==> src/rtl/ars_pkg.sv <==
// Shared types and constants for the adaptive resolution step block.
// No dependencies; every other file in rtl/ imports this package.
package ars_pkg;

    localparam int TS_W    = 40;
    localparam int MS_W    = 16;
    localparam int RUNG_W  = 12;
    localparam int DIM_W   = 13;
    localparam int CNT_W   = 8;
    localparam int ACT_W   = 2;
    localparam int CIDX_W  = 3;
    localparam int CDATA_W = 16;
    localparam int PROD_W  = DIM_W + RUNG_W;

    localparam logic [ACT_W-1:0] ACT_NONE = 2'd0;
    localparam logic [ACT_W-1:0] ACT_DOWN = 2'd1;
    localparam logic [ACT_W-1:0] ACT_UP   = 2'd2;

    localparam logic [RUNG_W-1:0] RUNG_HIGH = 12'd3200;
    localparam logic [RUNG_W-1:0] RUNG_MID  = 12'd2560;
    localparam logic [RUNG_W-1:0] RUNG_LOW  = 12'd1920;

    localparam logic [CIDX_W-1:0] REG_RELEASE_BUDGET = 3'd0;
    localparam logic [CIDX_W-1:0] REG_ENCODE_BUDGET  = 3'd1;
    localparam logic [CIDX_W-1:0] REG_BREACH_SAMPLES = 3'd2;
    localparam logic [CIDX_W-1:0] REG_UPGRADE_WINDOW = 3'd3;
    localparam logic [CIDX_W-1:0] REG_INITIAL_RUNG   = 3'd4;
    localparam logic [CIDX_W-1:0] REG_NATIVE_WIDTH   = 3'd5;
    localparam logic [CIDX_W-1:0] REG_NATIVE_HEIGHT  = 3'd6;

    localparam logic [MS_W-1:0]  RST_RELEASE_BUDGET = 16'd100;
    localparam logic [MS_W-1:0]  RST_ENCODE_BUDGET  = 16'd33;
    localparam logic [CNT_W-1:0] RST_BREACH_SAMPLES = 8'd3;
    localparam logic [MS_W-1:0]  RST_UPGRADE_WINDOW = 16'd5000;

    localparam logic [CNT_W-1:0] CNT_MAX = 8'd255;

    // One classified observation handed from the front to the back
    typedef struct packed {
        logic [ACT_W-1:0]  action;
        logic [RUNG_W-1:0] rung;
        logic              breached;
        logic [CNT_W-1:0]  breach_count;
        logic [TS_W-1:0]   stable_dur;
    } decision_t;

    function automatic logic [RUNG_W-1:0] clamp_rung(input logic [RUNG_W-1:0] r);
        if (r == RUNG_LOW || r == RUNG_MID || r == RUNG_HIGH) begin
            return r;
        end
        return RUNG_HIGH;
    endfunction

    // Round down to even, never below two
    function automatic logic [DIM_W-1:0] even_floor2(input logic [DIM_W-1:0] v);
        logic [DIM_W-1:0] e;
        e = {v[DIM_W-1:1], 1'b0};
        return (e < 13'd2) ? 13'd2 : e;
    endfunction

endpackage

==> src/rtl/ars_front.sv <==
// Front end: configuration registers, breach classification and rung control.
// Depends on ars_pkg; pushes one decision_t per accepted observation.
module ars_front
    import ars_pkg::*;
(
    input  logic                clk,
    input  logic                rst_n,
    input  logic                cfg_we,
    input  logic [CIDX_W-1:0]   cfg_index,
    input  logic [CDATA_W-1:0]  cfg_data,
    input  logic                obs_valid,
    output logic                obs_ready,
    input  logic [TS_W-1:0]     timestamp_ms,
    input  logic                link_blocked,
    input  logic [MS_W-1:0]     queue_age_ms,
    input  logic [MS_W-1:0]     capture_encode_ms,
    input  logic [MS_W-1:0]     encode_ms,
    input  logic                q_full,
    output logic                q_push,
    output decision_t           q_data,
    output logic [DIM_W-1:0]    native_width,
    output logic [DIM_W-1:0]    native_height
);

    logic [MS_W-1:0]   release_budget_reg, release_budget_next;
    logic [MS_W-1:0]   encode_budget_reg, encode_budget_next;
    logic [CNT_W-1:0]  breach_samples_reg, breach_samples_next;
    logic [MS_W-1:0]   upgrade_window_reg, upgrade_window_next;
    logic [RUNG_W-1:0] initial_rung_reg, initial_rung_next;
    logic [DIM_W-1:0]  native_width_reg, native_width_next;
    logic [DIM_W-1:0]  native_height_reg, native_height_next;

    logic [RUNG_W-1:0] rung_reg, rung_next;
    logic [CNT_W-1:0]  bcnt_reg, bcnt_next;
    logic [TS_W-1:0]   ss_reg, ss_next;
    logic              ss_valid_reg, ss_valid_next;

    logic              accept;
    logic              breached;
    logic [CNT_W-1:0]  bcnt_inc;
    logic [TS_W-1:0]   ss_eff;
    logic [TS_W-1:0]   elapsed;
    logic              ts_ahead;
    logic [ACT_W-1:0]  action;
    logic [TS_W-1:0]   dur;

    assign obs_ready = !q_full;
    assign accept    = obs_valid && !q_full;
    assign q_push    = accept;

    assign breached = link_blocked
                   || (queue_age_ms > release_budget_reg)
                   || (capture_encode_ms > release_budget_reg)
                   || (encode_ms > encode_budget_reg);

    assign bcnt_inc = (bcnt_reg == CNT_MAX) ? CNT_MAX : bcnt_reg + 8'd1;
    assign ss_eff   = ss_valid_reg ? ss_reg : timestamp_ms;
    assign ts_ahead = timestamp_ms >= ss_eff;
    assign elapsed  = timestamp_ms - ss_eff;

    always_comb
    begin
        release_budget_next = release_budget_reg;
        encode_budget_next  = encode_budget_reg;
        breach_samples_next = breach_samples_reg;
        upgrade_window_next = upgrade_window_reg;
        initial_rung_next   = initial_rung_reg;
        native_width_next   = native_width_reg;
        native_height_next  = native_height_reg;
        rung_next           = rung_reg;
        bcnt_next           = bcnt_reg;
        ss_next             = ss_reg;
        ss_valid_next       = ss_valid_reg;
        action              = ACT_NONE;
        dur                 = '0;

        if (cfg_we) begin
            case (cfg_index)
                REG_RELEASE_BUDGET: release_budget_next = cfg_data;
                REG_ENCODE_BUDGET:  encode_budget_next  = cfg_data;
                REG_BREACH_SAMPLES: breach_samples_next = cfg_data[CNT_W-1:0];
                REG_UPGRADE_WINDOW: upgrade_window_next = cfg_data;
                REG_INITIAL_RUNG:
                begin
                    initial_rung_next = clamp_rung(cfg_data[RUNG_W-1:0]);
                    rung_next         = clamp_rung(cfg_data[RUNG_W-1:0]);
                    bcnt_next         = '0;
                    ss_next           = '0;
                    ss_valid_next     = 1'b0;
                end
                REG_NATIVE_WIDTH:
                begin
                    if (cfg_data[DIM_W-1:0] != native_width_reg) begin
                        native_width_next = cfg_data[DIM_W-1:0];
                        bcnt_next         = '0;
                        ss_next           = '0;
                        ss_valid_next     = 1'b0;
                    end
                end
                REG_NATIVE_HEIGHT:
                begin
                    if (cfg_data[DIM_W-1:0] != native_height_reg) begin
                        native_height_next = cfg_data[DIM_W-1:0];
                        bcnt_next          = '0;
                        ss_next            = '0;
                        ss_valid_next      = 1'b0;
                    end
                end
                default: ;
            endcase
        end else if (accept) begin
            ss_valid_next = 1'b1;
            ss_next       = ss_eff;
            if (breached) begin
                ss_next   = timestamp_ms;
                bcnt_next = bcnt_inc;
                if (bcnt_inc >= breach_samples_reg && rung_reg > RUNG_LOW) begin
                    rung_next = (rung_reg == RUNG_HIGH) ? RUNG_MID : RUNG_LOW;
                    bcnt_next = '0;
                    action    = ACT_DOWN;
                end
            end else begin
                bcnt_next = '0;
                if (rung_reg < initial_rung_reg && ts_ahead
                    && elapsed >= {{(TS_W-MS_W){1'b0}}, upgrade_window_reg}) begin
                    rung_next = (rung_reg == RUNG_LOW) ? RUNG_MID : RUNG_HIGH;
                    ss_next   = timestamp_ms;
                    action    = ACT_UP;
                end
            end
            // start moved to now on breach or upgrade: duration is zero
            if (!breached && action == ACT_NONE && ts_ahead) begin
                dur = elapsed;
            end
        end
    end

    assign q_data.action       = action;
    assign q_data.rung         = rung_next;
    assign q_data.breached     = breached;
    assign q_data.breach_count = bcnt_next;
    assign q_data.stable_dur   = dur;

    assign native_width  = native_width_reg;
    assign native_height = native_height_reg;

    always_ff @(posedge clk or negedge rst_n)
    begin
        if (!rst_n) begin
            release_budget_reg <= RST_RELEASE_BUDGET;
            encode_budget_reg  <= RST_ENCODE_BUDGET;
            breach_samples_reg <= RST_BREACH_SAMPLES;
            upgrade_window_reg <= RST_UPGRADE_WINDOW;
            initial_rung_reg   <= RUNG_HIGH;
            native_width_reg   <= '0;
            native_height_reg  <= '0;
            rung_reg           <= RUNG_HIGH;
            bcnt_reg           <= '0;
            ss_reg             <= '0;
            ss_valid_reg       <= 1'b0;
        end else begin
            release_budget_reg <= release_budget_next;
            encode_budget_reg  <= encode_budget_next;
            breach_samples_reg <= breach_samples_next;
            upgrade_window_reg <= upgrade_window_next;
            initial_rung_reg   <= initial_rung_next;
            native_width_reg   <= native_width_next;
            native_height_reg  <= native_height_next;
            rung_reg           <= rung_next;
            bcnt_reg           <= bcnt_next;
            ss_reg             <= ss_next;
            ss_valid_reg       <= ss_valid_next;
        end
    end

endmodule

==> src/rtl/ars_fifo.sv <==
// Short decision queue between the front and the back.
// Depends on ars_pkg for decision_t.
module ars_fifo
    import ars_pkg::*;
#(
    parameter int DEPTH = 2
)
(
    input  logic      clk,
    input  logic      rst_n,
    input  logic      push,
    input  decision_t push_data,
    output logic      full,
    input  logic      pop,
    output decision_t pop_data,
    output logic      empty
);

    localparam int PW = $clog2(DEPTH);
    localparam int CW = $clog2(DEPTH + 1);
    localparam logic [PW-1:0] LAST = PW'(DEPTH - 1);
    localparam logic [CW-1:0] FULL_CNT = CW'(DEPTH);

    decision_t         entry_reg [DEPTH];
    logic [PW-1:0]     wr_ptr_reg, wr_ptr_next;
    logic [PW-1:0]     rd_ptr_reg, rd_ptr_next;
    logic [CW-1:0]     count_reg, count_next;
    logic              do_push;
    logic              do_pop;

    assign full     = (count_reg == FULL_CNT);
    assign empty    = (count_reg == '0);
    assign do_push  = push && !full;
    assign do_pop   = pop && !empty;
    assign pop_data = entry_reg[rd_ptr_reg];

    always_comb
    begin
        wr_ptr_next = wr_ptr_reg;
        rd_ptr_next = rd_ptr_reg;
        count_next  = count_reg;
        if (do_push) begin
            wr_ptr_next = (wr_ptr_reg == LAST) ? '0 : wr_ptr_reg + 1'b1;
        end
        if (do_pop) begin
            rd_ptr_next = (rd_ptr_reg == LAST) ? '0 : rd_ptr_reg + 1'b1;
        end
        if (do_push && !do_pop) begin
            count_next = count_reg + 1'b1;
        end else if (do_pop && !do_push) begin
            count_next = count_reg - 1'b1;
        end
    end

    always_ff @(posedge clk)
    begin
        if (do_push) begin
            entry_reg[wr_ptr_reg] <= push_data;
        end
    end

    always_ff @(posedge clk or negedge rst_n)
    begin
        if (!rst_n) begin
            wr_ptr_reg <= '0;
            rd_ptr_reg <= '0;
            count_reg  <= '0;
        end else begin
            wr_ptr_reg <= wr_ptr_next;
            rd_ptr_reg <= rd_ptr_next;
            count_reg  <= count_next;
        end
    end

endmodule

==> src/rtl/ars_back.sv <==
// Back end: encode size by multiply and radix-2 long division, and the output register.
// Depends on ars_pkg; pops decision_t records from the queue.
module ars_back
    import ars_pkg::*;
(
    input  logic               clk,
    input  logic               rst_n,
    input  logic               q_empty,
    input  decision_t          q_data,
    output logic               q_pop,
    input  logic [DIM_W-1:0]   native_width,
    input  logic [DIM_W-1:0]   native_height,
    output logic               res_valid,
    input  logic               res_ready,
    output decision_t          res_rec,
    output logic [DIM_W-1:0]   res_width,
    output logic [DIM_W-1:0]   res_height
);

    localparam logic [1:0] ST_IDLE = 2'd0;
    localparam logic [1:0] ST_MUL  = 2'd1;
    localparam logic [1:0] ST_DIV  = 2'd2;
    localparam logic [1:0] ST_OUT  = 2'd3;
    localparam int QW = RUNG_W;
    localparam logic [3:0] LAST_STEP = 4'(QW - 1);

    logic [1:0]         state_reg, state_next;
    decision_t          rec_reg;
    logic [DIM_W-1:0]   rem_reg, rem_next;
    logic [QW-1:0]      low_reg;
    logic [QW-1:0]      quo_reg, quo_next;
    logic [3:0]         step_reg;
    logic [DIM_W-1:0]   width_reg, width_next;
    logic [DIM_W-1:0]   height_reg, height_next;

    logic               wide;
    logic [DIM_W-1:0]   longest;
    logic [DIM_W-1:0]   shortest;
    logic [PROD_W-1:0]  product;
    logic [DIM_W:0]     trial;
    logic [DIM_W:0]     trial_diff;
    logic               ge;
    logic [DIM_W-1:0]   scaled;

    assign wide     = native_width >= native_height;
    assign longest  = wide ? native_width : native_height;
    assign shortest = wide ? native_height : native_width;
    assign product  = PROD_W'(shortest) * PROD_W'(rec_reg.rung);

    // Remainder stays below the divisor, so one compare and subtract per bit
    assign trial      = {rem_reg, low_reg[QW-1]};
    assign trial_diff = trial - {1'b0, longest};
    assign ge         = trial >= {1'b0, longest};
    assign rem_next   = ge ? trial_diff[DIM_W-1:0] : trial[DIM_W-1:0];
    assign quo_next   = {quo_reg[QW-2:0], ge};
    assign scaled     = even_floor2({1'b0, quo_next});

    always_comb
    begin
        width_next  = width_reg;
        height_next = height_reg;
        if (native_width == '0 || native_height == '0) begin
            width_next  = '0;
            height_next = '0;
        end else if (longest <= {1'b0, rec_reg.rung}) begin
            width_next  = even_floor2(native_width);
            height_next = even_floor2(native_height);
        end else if (wide) begin
            width_next  = {1'b0, rec_reg.rung};
            height_next = scaled;
        end else begin
            width_next  = scaled;
            height_next = {1'b0, rec_reg.rung};
        end
    end

    assign q_pop = (state_reg == ST_IDLE) && !q_empty;

    always_comb
    begin
        state_next = state_reg;
        case (state_reg)
            ST_IDLE: if (!q_empty) state_next = ST_MUL;
            ST_MUL:  state_next = ST_DIV;
            ST_DIV:  if (step_reg == LAST_STEP) state_next = ST_OUT;
            ST_OUT:  if (res_ready) state_next = ST_IDLE;
            default: state_next = ST_IDLE;
        endcase
    end

    always_ff @(posedge clk or negedge rst_n)
    begin
        if (!rst_n) begin
            state_reg <= ST_IDLE;
        end else begin
            state_reg <= state_next;
        end
    end

    always_ff @(posedge clk)
    begin
        case (state_reg)
            ST_IDLE:
            begin
                if (!q_empty) begin
                    rec_reg <= q_data;
                end
            end
            ST_MUL:
            begin
                rem_reg  <= product[PROD_W-1:QW];
                low_reg  <= product[QW-1:0];
                quo_reg  <= '0;
                step_reg <= '0;
            end
            ST_DIV:
            begin
                rem_reg  <= rem_next;
                low_reg  <= {low_reg[QW-2:0], 1'b0};
                quo_reg  <= quo_next;
                step_reg <= step_reg + 4'd1;
                if (step_reg == LAST_STEP) begin
                    width_reg  <= width_next;
                    height_reg <= height_next;
                end
            end
            default: ;
        endcase
    end

    assign res_valid  = (state_reg == ST_OUT);
    assign res_rec    = rec_reg;
    assign res_width  = width_reg;
    assign res_height = height_reg;

endmodule

==> src/rtl/adaptive_resolution_step.sv <==
// Top level of the adaptive resolution step controller.
// Depends on ars_pkg, ars_front, ars_fifo and ars_back.
//
// Latency-driven rung controller: every observation yields exactly one decision
// (action, rung 3200/2560/1920, even encode size, breach flag and count, stable
// duration), in order. The front classifies an observation and updates the rung
// in the cycle it is accepted, then queues the decision; it accepts one per cycle
// while the queue (QUEUE_DEPTH entries) has room. The back sizes the encode
// frame with a multiply step and twelve long-division steps: it pops a decision
// from the head of the queue while idle, runs the multiply and division states,
// then presents the decision on the output and holds it until out_ready. It takes
// no new decision until the last one has left the output, so output stalls hold
// back the queue. Configuration writes are always taken (cfg_ready is tied high)
// and are to be issued only while no decision is pending.
module adaptive_resolution_step
    import ars_pkg::*;
#(
    parameter int QUEUE_DEPTH = 2
)
(
    input  logic                clk,
    input  logic                rst_n,
    input  logic                cfg_valid,
    output logic                cfg_ready,
    input  logic [CIDX_W-1:0]   cfg_index,
    input  logic [CDATA_W-1:0]  cfg_data,
    input  logic                in_valid,
    output logic                in_ready,
    input  logic [TS_W-1:0]     timestamp_ms,
    input  logic                link_blocked,
    input  logic [MS_W-1:0]     queue_age_ms,
    input  logic [MS_W-1:0]     capture_encode_ms,
    input  logic [MS_W-1:0]     encode_ms,
    output logic                out_valid,
    input  logic                out_ready,
    output logic [ACT_W-1:0]    action,
    output logic [RUNG_W-1:0]   edge_limit,
    output logic [DIM_W-1:0]    encode_width,
    output logic [DIM_W-1:0]    encode_height,
    output logic                budget_breached,
    output logic                stream_restart,
    output logic [CNT_W-1:0]    breach_count,
    output logic [TS_W-1:0]     stable_duration_ms
);

    decision_t          push_data;
    decision_t          head_data;
    decision_t          res_rec;
    logic               push;
    logic               pop;
    logic               q_full;
    logic               q_empty;
    logic [DIM_W-1:0]   native_width;
    logic [DIM_W-1:0]   native_height;

    assign cfg_ready = 1'b1;

    ars_front u_front (
        .clk               (clk),
        .rst_n             (rst_n),
        .cfg_we            (cfg_valid),
        .cfg_index         (cfg_index),
        .cfg_data          (cfg_data),
        .obs_valid         (in_valid),
        .obs_ready         (in_ready),
        .timestamp_ms      (timestamp_ms),
        .link_blocked      (link_blocked),
        .queue_age_ms      (queue_age_ms),
        .capture_encode_ms (capture_encode_ms),
        .encode_ms         (encode_ms),
        .q_full            (q_full),
        .q_push            (push),
        .q_data            (push_data),
        .native_width      (native_width),
        .native_height     (native_height)
    );

    ars_fifo #(
        .DEPTH (QUEUE_DEPTH)
    ) u_fifo (
        .clk       (clk),
        .rst_n     (rst_n),
        .push      (push),
        .push_data (push_data),
        .full      (q_full),
        .pop       (pop),
        .pop_data  (head_data),
        .empty     (q_empty)
    );

    ars_back u_back (
        .clk           (clk),
        .rst_n         (rst_n),
        .q_empty       (q_empty),
        .q_data        (head_data),
        .q_pop         (pop),
        .native_width  (native_width),
        .native_height (native_height),
        .res_valid     (out_valid),
        .res_ready     (out_ready),
        .res_rec       (res_rec),
        .res_width     (encode_width),
        .res_height    (encode_height)
    );

    assign action             = res_rec.action;
    assign edge_limit         = res_rec.rung;
    assign budget_breached    = res_rec.breached;
    assign stream_restart     = (res_rec.action != ACT_NONE);
    assign breach_count       = res_rec.breach_count;
    assign stable_duration_ms = res_rec.stable_dur;

    // A downgrade comes only from a breach and restarts the count
    a_down_on_breach: assert property (@(posedge clk) disable iff (!rst_n)
        out_valid && action == ACT_DOWN
        |-> budget_breached && breach_count == '0 && edge_limit != RUNG_HIGH)
        else $error("downgrade without breach or with stale count");

    // An upgrade comes only from a clean observation and restarts the window
    a_up_clean: assert property (@(posedge clk) disable iff (!rst_n)
        out_valid && action == ACT_UP
        |-> !budget_breached && stable_duration_ms == '0 && edge_limit != RUNG_LOW)
        else $error("upgrade on breach or without window restart");

    // The divider path always leaves even dimensions
    a_even_size: assert property (@(posedge clk) disable iff (!rst_n)
        out_valid |-> !encode_width[0] && !encode_height[0])
        else $error("odd encode dimension");

endmodule
==> config.mk <==
export PLATFORM = sky130hd
export DESIGN_NAME = adaptive_resolution_step
export DESIGN_NICKNAME = d
export VERILOG_FILES = /design/src/rtl/ars_pkg.sv /design/src/rtl/ars_front.sv /design/src/rtl/ars_fifo.sv /design/src/rtl/ars_back.sv /design/src/rtl/adaptive_resolution_step.sv
export SDC_FILE = /design/constraint.sdc
export NUM_CORES = 1
export LEC_CHECK = 0
export BUFFER_PORTS_ARGS = -buffer_cell sky130_fd_sc_hd__buf_2
export CORE_MARGIN = 2
export CORE_UTILIZATION = 56
export DETAILED_ROUTE_END_ITERATION = 8
export PLACE_DENSITY = 0.75
export SYNTH_ARGS = -nofsm -noshare
export SYNTH_HDL_FRONTEND = slang
export SYNTH_HIERARCHICAL = 1
export SYNTH_SLANG_ARGS = --single-unit
==> constraint.sdc <==
create_clock -name clk -period 9.7 [get_ports clk]
set_input_delay 0 -clock clk [delete_from_list [all_inputs] [get_ports clk]]
set_output_delay 0 -clock clk [all_outputs]
set_load 0.05 [all_outputs]
==> run summary, run 1 <==
The die outline area is 53580 sq um. The global-route congestion overflow total is 0. CTS placed an instance of sky130_fd_sc_hd__clkbuf_16 at the clock tree root. Setup repair after global routing left no endpoint under its margin.

Yosys printed 6 warnings. The total wire length is 78240 um. Counting the buffers created by CTS gives 45. The number of flip-flops in the largest register is 126.

The most frequent standard cell in the layout excluding fill and tap cells is sky130_fd_sc_hd__inv_1. The via count of the first global-routing pass is 22420. The worst setup path is captured at a flop. The clock arrives with 0.01719 ns of skew.

206 I/O pins were placed. The synthesized netlist contains 100 unique library cells. The detailed-route via count came out at 21840. The clock sink count came out at 416. The number of violations of the max-capacitance limit came out at 0.

The kind of critical path is reg -> reg. The deepest level of the CTS H-tree is 2. The number of search-and-repair iterations in the first detailed-routing pass came out at 6. The half-perimeter wire length after detailed placement came out at 57030 um.

The number of instances in the synthesized netlist is 2715. TritonCTS built the clock tree. At the pin with the least slew margin, the transition time is 1.302 ns.

The path type of the worst min-delay path is in -> async. The clock transition time at the flip-flop clock pins of the worst setup and hold paths is 0.06 ns. The minimum period implied by the final worst setup slack is 8.765 ns. The average via count per standard cell came out at 5.983. The routed wire length on met2 came out at 39720 um. The portion of the clock cycle consumed by the worst path in the final layout came out at 0.9036. The number of endpoints with negative hold slack in the final report came out at 0. After floorplanning, the core was divided into 83 placement rows. STA classifies the critical path startpoint as a flop. The fmax came out at 114.1 MHz. The number of nets in the synthesized netlist is 3172. The final-stage net count is 3391. The share of synthesized area occupied by flip-flops and latches came out at 0.4041. At the later pin of the worst-skew pair, clock insertion delay measures 0.59 ns. The wire length of the first global-routing pass came out at 122000 um.

The depth of the worst register-to-register path is 27. The remaining antenna violation count after routing came out at 0. The data required time at the worst endpoint is 10.01 ns. Signal routing reaches up to met4. In the layout the commonest cells are 288 x sky130_fd_sc_hd__inv_1, 256 x sky130_fd_sc_hd__nand2_1, 255 x sky130_fd_sc_hd__edfxtp_1.

The total area inside the core boundary comes to 51200 sq um. Data arrives at the worst endpoint at 9.08 ns. The y dimension of the die came out at 231.5 um. The count of buffers inserted at the top-level ports is 204.

The initial utilization of the core area, before any placement, comes to 0.5659. The synthesis-to-layout area growth came out at 12.42%. The worst-case clock buffer depth came out at 3. Once the clock tree was built, the setup fixing pass inserted 0 buffers. The count of final setup violators is 0.

The chip width came out at 231.5 um. The number of design-rule violations left by the first detailed-router iteration is 1795. The largest net degree at the start of global routing is 94. The wire length on met1 is 31210 um.

Setup total negative slack on the finished layout was measured at 0 ns. The mean area per synthesized cell came out at 10.67 sq um. The total track usage is 0.2919. The remaining max-slew budget at the tightest pin is 0.1313. The share of synthesized registers carrying an async set or reset is 0.3870. The final routed wire length divided by cell count came out at 21.43 um.

The share of cells above drive strength 1 came out at 0.1754. The DRC violation count after routing is 0. The post-synth design cell area is 28980 sq um. The largest fanout on the critical path is 24. The flow ran to the end, and the final reports show no timing, DRC or antenna violations. The routability congestion estimate came out at 0.9420. The number of max-slew violations in the final report is 0. The met3 routed wirelength is 3926 um. The number of enable-type register cells in the synthesized netlist is 255. The initial antenna violation count came out at 1. For this run, the leading register cell type out of synthesis is sky130_fd_sc_hd__edfxtp_1. In this run, synthesis produced a sequential element count of 416.
-- cell families after synthesis --
logic type      count (synthesis)  synth area share
simple gates                  690            0.1190
compound gates                557            0.1293
mux                           192           0.07894
flops                         416            0.4041
other cells                     1         0.0001294
buf+inv                       416           0.06102
fa+ha+maj                     344            0.1776
xor+xnor                       99           0.02992
-- path summary, 6_finish.rpt --
kind | startpoint | end | slack [ns]
setup / recovery | u_front/native_width[0]$_DFFE_PN0P_ | u_back/rem_reg[11]$_DFFE_PP_ | 0.93
hold / removal | rst_n | u_front/bcnt_reg[5]$_DFF_PN0_ | 0.07
setup reg to reg | u_front/native_width[0]$_DFFE_PN0P_ | u_back/rem_reg[11]$_DFFE_PP_ | 0.93
hold reg to reg | u_front/initial_rung_reg[9]$_DFFE_PN0P_ | u_front/initial_rung_reg[9]$_DFFE_PN0P_ | 0.48
max in group asynchronous | rst_n | u_front/ss_reg[35]$_DFFE_PN0P_ | 8.08
min in group clk | cfg_index[0] | u_front/ss_valid_reg$_DFFE_PN0P_ | 0.09
-- cell usage after synthesis (58+ instances only) --
cell type	n	share of area
sky130_fd_sc_hd__a21o_1	67	0.017
sky130_fd_sc_hd__a21oi_1	127	0.022
sky130_fd_sc_hd__clkbuf_1	69	0.0089
sky130_fd_sc_hd__dfrtp_1	143	0.12
sky130_fd_sc_hd__edfxtp_1	255	0.26
sky130_fd_sc_hd__fa_1	112	0.077
sky130_fd_sc_hd__ha_1	232	0.10
sky130_fd_sc_hd__inv_1	288	0.037
sky130_fd_sc_hd__mux2_4	59	0.031
sky130_fd_sc_hd__mux2i_1	77	0.027
sky130_fd_sc_hd__nand2_1	256	0.033
sky130_fd_sc_hd__nor2_1	127	0.016
sky130_fd_sc_hd__o21ai_0	122	0.021
sky130_fd_sc_hd__xnor2_1	58	0.018
-- routing by layer --
| layer | up-vias | track usage |
|---|---|---|
| li1 | 10010 | - |
| met4 | 0 | 0.1313 |
| met5 | - | 0 |
| met3 | 190 | 0.03137 |
| met1 | 10880 | 0.3582 |
| met2 | 768 | 0.5181 |
-- metrics by stage --
step	worst slack [ns]	instance area, sq um	instances	hold slack (ns)	utilization
global placement	1.262	30480	3504	0.1523	0.5954
CTS	1.036	32570	3650	0.06767	0.6362
finish	0.9347	32580	3651	0.07232	0.6363
floorplan	2.789	28980	2715	-0.2956	-
detailed placement	1.069	30480	3504	0.1553	0.5954
global route	0.4945	32580	3651	0.1244	0.6363
-- worst max-delay path, stage by stage (launching register included) --
cell                        delay (ns)
sky130_fd_sc_hd__dfrtp_1          0.41
sky130_fd_sc_hd__inv_1            0.12
sky130_fd_sc_hd__ha_1             0.29
sky130_fd_sc_hd__nand2b_1         0.10
sky130_fd_sc_hd__a21o_1           0.11
sky130_fd_sc_hd__a21oi_1          0.06
sky130_fd_sc_hd__o21a_1           0.21
sky130_fd_sc_hd__o211ai_2         0.82
sky130_fd_sc_hd__nand2_1          0.73
sky130_fd_sc_hd__o21ai_1          0.67
sky130_fd_sc_hd__nand2_1          0.14
sky130_fd_sc_hd__fa_1             0.51
sky130_fd_sc_hd__inv_1            0.06
sky130_fd_sc_hd__fa_1             0.49
sky130_fd_sc_hd__inv_1            0.05
sky130_fd_sc_hd__fa_1             0.47
sky130_fd_sc_hd__fa_1             0.53
sky130_fd_sc_hd__fa_1             0.54
sky130_fd_sc_hd__inv_1            0.04
sky130_fd_sc_hd__ha_1             0.37
sky130_fd_sc_hd__a211o_1          0.33
sky130_fd_sc_hd__a211oi_2         0.18
sky130_fd_sc_hd__nor2_1           0.13
sky130_fd_sc_hd__a2111oi_2        0.44
sky130_fd_sc_hd__o21ai_1          0.20
sky130_fd_sc_hd__a41oi_2          0.22
sky130_fd_sc_hd__xor2_1           0.17
sky130_fd_sc_hd__mux2i_1          0.08
-- area by class of cell --
| cell class | instances | area (sq um) |
|---|---|---|
| Clock inverter | 19 | 212.7 |
| Tap cell | 680 | 850.8 |
| Multi-Input combinational cell | 1883 | 15560 |
| Timing Repair Buffer | 299 | 1898 |
| Clock buffer | 64 | 1247 |
| Inverter | 289 | 1085 |
| Fill cell | 4032 | 18620 |
| Sequential cell | 416 | 11710 |
| Antenna cell | 1 | 2.502 |
-- what timing repair did --
item / CTS / global route
hold buffers: 63 / 0
endpoints found under the hold margin: 209 / 0
resized for setup: 0 / 0
Power of run 1 is not shown: default switching activity piles up to over one toggle a cycle in this logic, so the estimate is an artifact.
==> run 2: changes to the inputs <==
Settings changed: SYNTH_HIERARCHICAL 1 to unset.
==> run 2 against run 1 <==
First-iteration DRC count increased by 5.3%. Sequential cell count did not move. Cell count down 2.0%. Register-to-register slack improved by 0.14 ns.
==> run summary, run 2 <==
The largest delay contributor family on the critical path is adder cells. The slowest stage of the critical path belongs to the cell sky130_fd_sc_hd__a21boi_0. The y dimension of the die came out at 226.0 um (-2.4%). The total wire length is 74230 um (-5.1%).

The post-route non-filler standard cell count was 3578 (-2.0%). The final routed wire length divided by cell count is 20.75 um (-3.2%). The post-route cell area is 31450 sq um (-3.4%). The largest net degree at the start of global routing came out at 65 (-31%). The DRC violation count after routing is 0 (unchanged). The total track usage is 0.2917 (about the same). The mean area per synthesized cell came out at 10.47 sq um (-1.9%). The via count of the first global-routing pass came out at 21330 (-4.9%). The number of instances in the synthesized netlist came out at 2636 (-2.9%).

The synthesis-to-layout area growth is 14.02%. The run finished with clean final reports. The placed instance area came out at 29300 sq um (-3.9%).

The remaining antenna violation count after routing is 0 (unchanged). The post-synth design cell area came out at 27590 sq um (-4.8%). The number of different library cells in the post-synthesis netlist came out at 76 (-24%). The number of top-level pins came out at 206 (unchanged).

The buffer type at the clock tree root is sky130_fd_sc_hd__clkbuf_16. The maximum single-stage delay on the critical path came out at 0.91 ns (+0.09 ns). The number of endpoints with negative hold slack in the final report is 0 (unchanged). The deepest level of the CTS H-tree is 2 (unchanged). The average via count per standard cell came out at 5.904 (-1.3%).

The detailed-route via count came out at 21120 (-3.3%). The area of the placeable core was 48750 sq um (-4.8%). The data required time at the worst endpoint is 10.02 ns (about the same). TritonCTS built the clock tree.

The clock skew came out at 0.02992 ns (+0.01274 ns). Yosys instantiated no cell more often than sky130_fd_sc_hd__inv_1. The number of enable-type register cells in the synthesized netlist was 255 (unchanged).

The most frequent standard cell in the layout excluding fill and tap cells is sky130_fd_sc_hd__inv_1. The number of core rows was 81 (-2.4%). The minimum period implied by the final worst setup slack came out at 8.627 ns (-0.1387 ns). Sorting the synthesized cells by how often they occur yields 287 x sky130_fd_sc_hd__inv_1, 255 x sky130_fd_sc_hd__edfxtp_1, 254 x sky130_fd_sc_hd__nand2_1.

The number of design-rule violations left by the first detailed-router iteration is 1891 (+5.3%). Counting stages on the worst path, the most repeated cell is sky130_fd_sc_hd__fa_1. The number of placed cells counting well taps came to 3427 (-2.2%). The clock sink count came to 416 (unchanged). The setup total negative slack came out at 0 ns (unchanged). The portion of the clock cycle consumed by the worst path in the final layout is 0.8893 (-0.01430). The biggest area consumer among synthesized cells is sky130_fd_sc_hd__edfxtp_1. The number of max-slew violations in the final report was 0 (unchanged). The number of buffers created by CTS is 45 (unchanged). The worst-case clock buffer depth is 3 (unchanged). The wire length of the first global-routing pass is 115500 um (-5.3%). The remaining max-slew budget at the tightest pin came to 0.2050 (+0.07373). The final-stage net count came out at 3330 (-1.8%). The share of the synthesized area in the top cell type is 0.2776 (+0.01330). The number of gates resized after cts came out at 0 (unchanged). The fmax is 115.9 MHz (+1.6%).

The number of violations of the max-capacitance limit came to 0 (unchanged). The critical path startpoint category is a flop. The initial antenna violation count came out at 4 (+3). The number of search-and-repair iterations in the first detailed-routing pass came to 5 (-1). The half-perimeter wire length after detailed placement is 54160 um (-5.0%). The routability congestion estimate is 0.9451 (+0.33%). The number of warnings issued by yosys is 0 (-6).

The clock network latency to the later pin of the worst-skew pair is 0.60 ns (about the same). The top cell types in the final layout, fill and taps aside, are 286 x sky130_fd_sc_hd__inv_1, 255 x sky130_fd_sc_hd__edfxtp_1, 254 x sky130_fd_sc_hd__nand2_1. The effective utilization at floorplan came out at 0.5659 (about the same). By area the synthesized netlist is led by sky130_fd_sc_hd__edfxtp_1 28%, sky130_fd_sc_hd__dfrtp_1 13%, sky130_fd_sc_hd__ha_1 10%, sky130_fd_sc_hd__fa_1 8.1%, sky130_fd_sc_hd__mux2_2 4.1%.

The count of buffering cells on the critical path with inverters included came out at 3 (-1). The worst setup path is captured at a flop. The count of final setup violators came out at 0 (unchanged). The count of buffers inserted at the top-level ports is 204 (unchanged). The measured slew at the worst slew-check pin was 1.193 ns (-0.1092 ns). The clock transition time at the flip-flop clock pins of the worst setup and hold paths came out at 0.06 ns (about the same). In the synthesized netlist the dominant register cell turns out to be sky130_fd_sc_hd__edfxtp_1. In this run the worst hold path is classified as in -> async.

The die outline area is 51050 sq um (-4.7%). The net count of the mapped netlist is 3092 (-2.5%). The chip width was 226.0 um (-2.4%). The largest fanout on the critical path came out at 22 (-8.3%). The kind of critical path is reg -> reg. The number of register bits inferred by synthesis is 416 (unchanged). The global-route congestion overflow total came out at 0 (unchanged). The share of synthesized area occupied by flip-flops and latches was 0.4244 (+0.02034). Setup repair after global routing left no endpoint under its margin.

The share of cells above drive strength 1 was 0.1563 (-0.01912). The arrival time reported for the critical path endpoint came out at 8.95 ns (-0.13 ns). The buffer count from post-CTS setup fixing came out at 0 (unchanged). The share of synthesized registers carrying an async set or reset is 0.3870 (unchanged). The number of flip-flops in the largest register was 126 (unchanged).
==> run 2: final cells by class <==
| class | instances | area (sq um) |
|---|---|---|
| fillers | 3855 | 17290 |
| multi-input cells | 1822 | 14400 |
| flip-flops and latches | 416 | 11710 |
| repair buffers | 301 | 1921 |
| clock buffers | 58 | 1225 |
| inverters | 288 | 1081 |
| well taps | 664 | 830.8 |
| clock inverters | 26 | 280.3 |
| diodes | 3 | 7.507 |
==> run 2: repair_timing <==
action | 4_1_cts | 5_1_grt
hold endpoints to repair | 191 | 0
hold buffers | 63 | 0
setup endpoints to repair | 0 | 0
==> run 2: worst paths after layout <==
kind | from | to | slack [ns] | cells past startpoint
max in group asynchronous | rst_n | u_front.release_budget_reg[10]$_DFFE_PN0P_ | 7.81 | 4
worst max-delay path | u_front.native_width[0]$_DFFE_PN0P_ | u_back.rem_reg[12]$_DFFE_PP_ | 1.07 | 31
worst min-delay path | rst_n | u_front.initial_rung_reg[4]$_DFFE_PN0P_ | 0.003 | 2
worst max register to register | u_front.native_width[0]$_DFFE_PN0P_ | u_back.rem_reg[12]$_DFFE_PP_ | 1.07 | 31
worst min register to register | u_front.initial_rung_reg[11]$_DFFE_PN1P_ | u_front.initial_rung_reg[11]$_DFFE_PN1P_ | 0.48 | 2
min in group clk | timestamp_ms[15] | u_front.ss_reg[15]$_DFFE_PN0P_ | 0.19 | 3
==> run 2: cell families after synthesis <==
logic type,count (synthesis),share of synthesized area
and+or+nand+nor,711,0.1219
AOI/OAI and AO/OA,528,0.1249
DFF,416,0.4244
buffers and inverters,398,0.05538
adders and majority gates,343,0.1860
muxes,148,0.05828
xor gates and xnor gates,91,0.02889
other,1,0.0001359
==> run 2: metrics by stage <==
stage               hold WS [ns]    util  setup WS [ns]
global route             0.04128  0.6452         0.4917
floorplan                -0.2956       -          1.802
finish                  0.002918  0.6452          1.073
CTS                    0.0004564  0.6448          1.124
global placement         0.05606  0.6010          1.309
detailed placement       0.06325  0.6010          1.152
==> run 2: metal layers <==
layer,vias to the layer above,GRT usage,wire [um]
met1,10430,0.3893,31160
met2,814,0.4766,35100
met5,-,0,13
met4,2,0.1134,2776
met3,181,0.05035,5181
li1,9697,-,-
Power of run 2 is left out for the same reason.
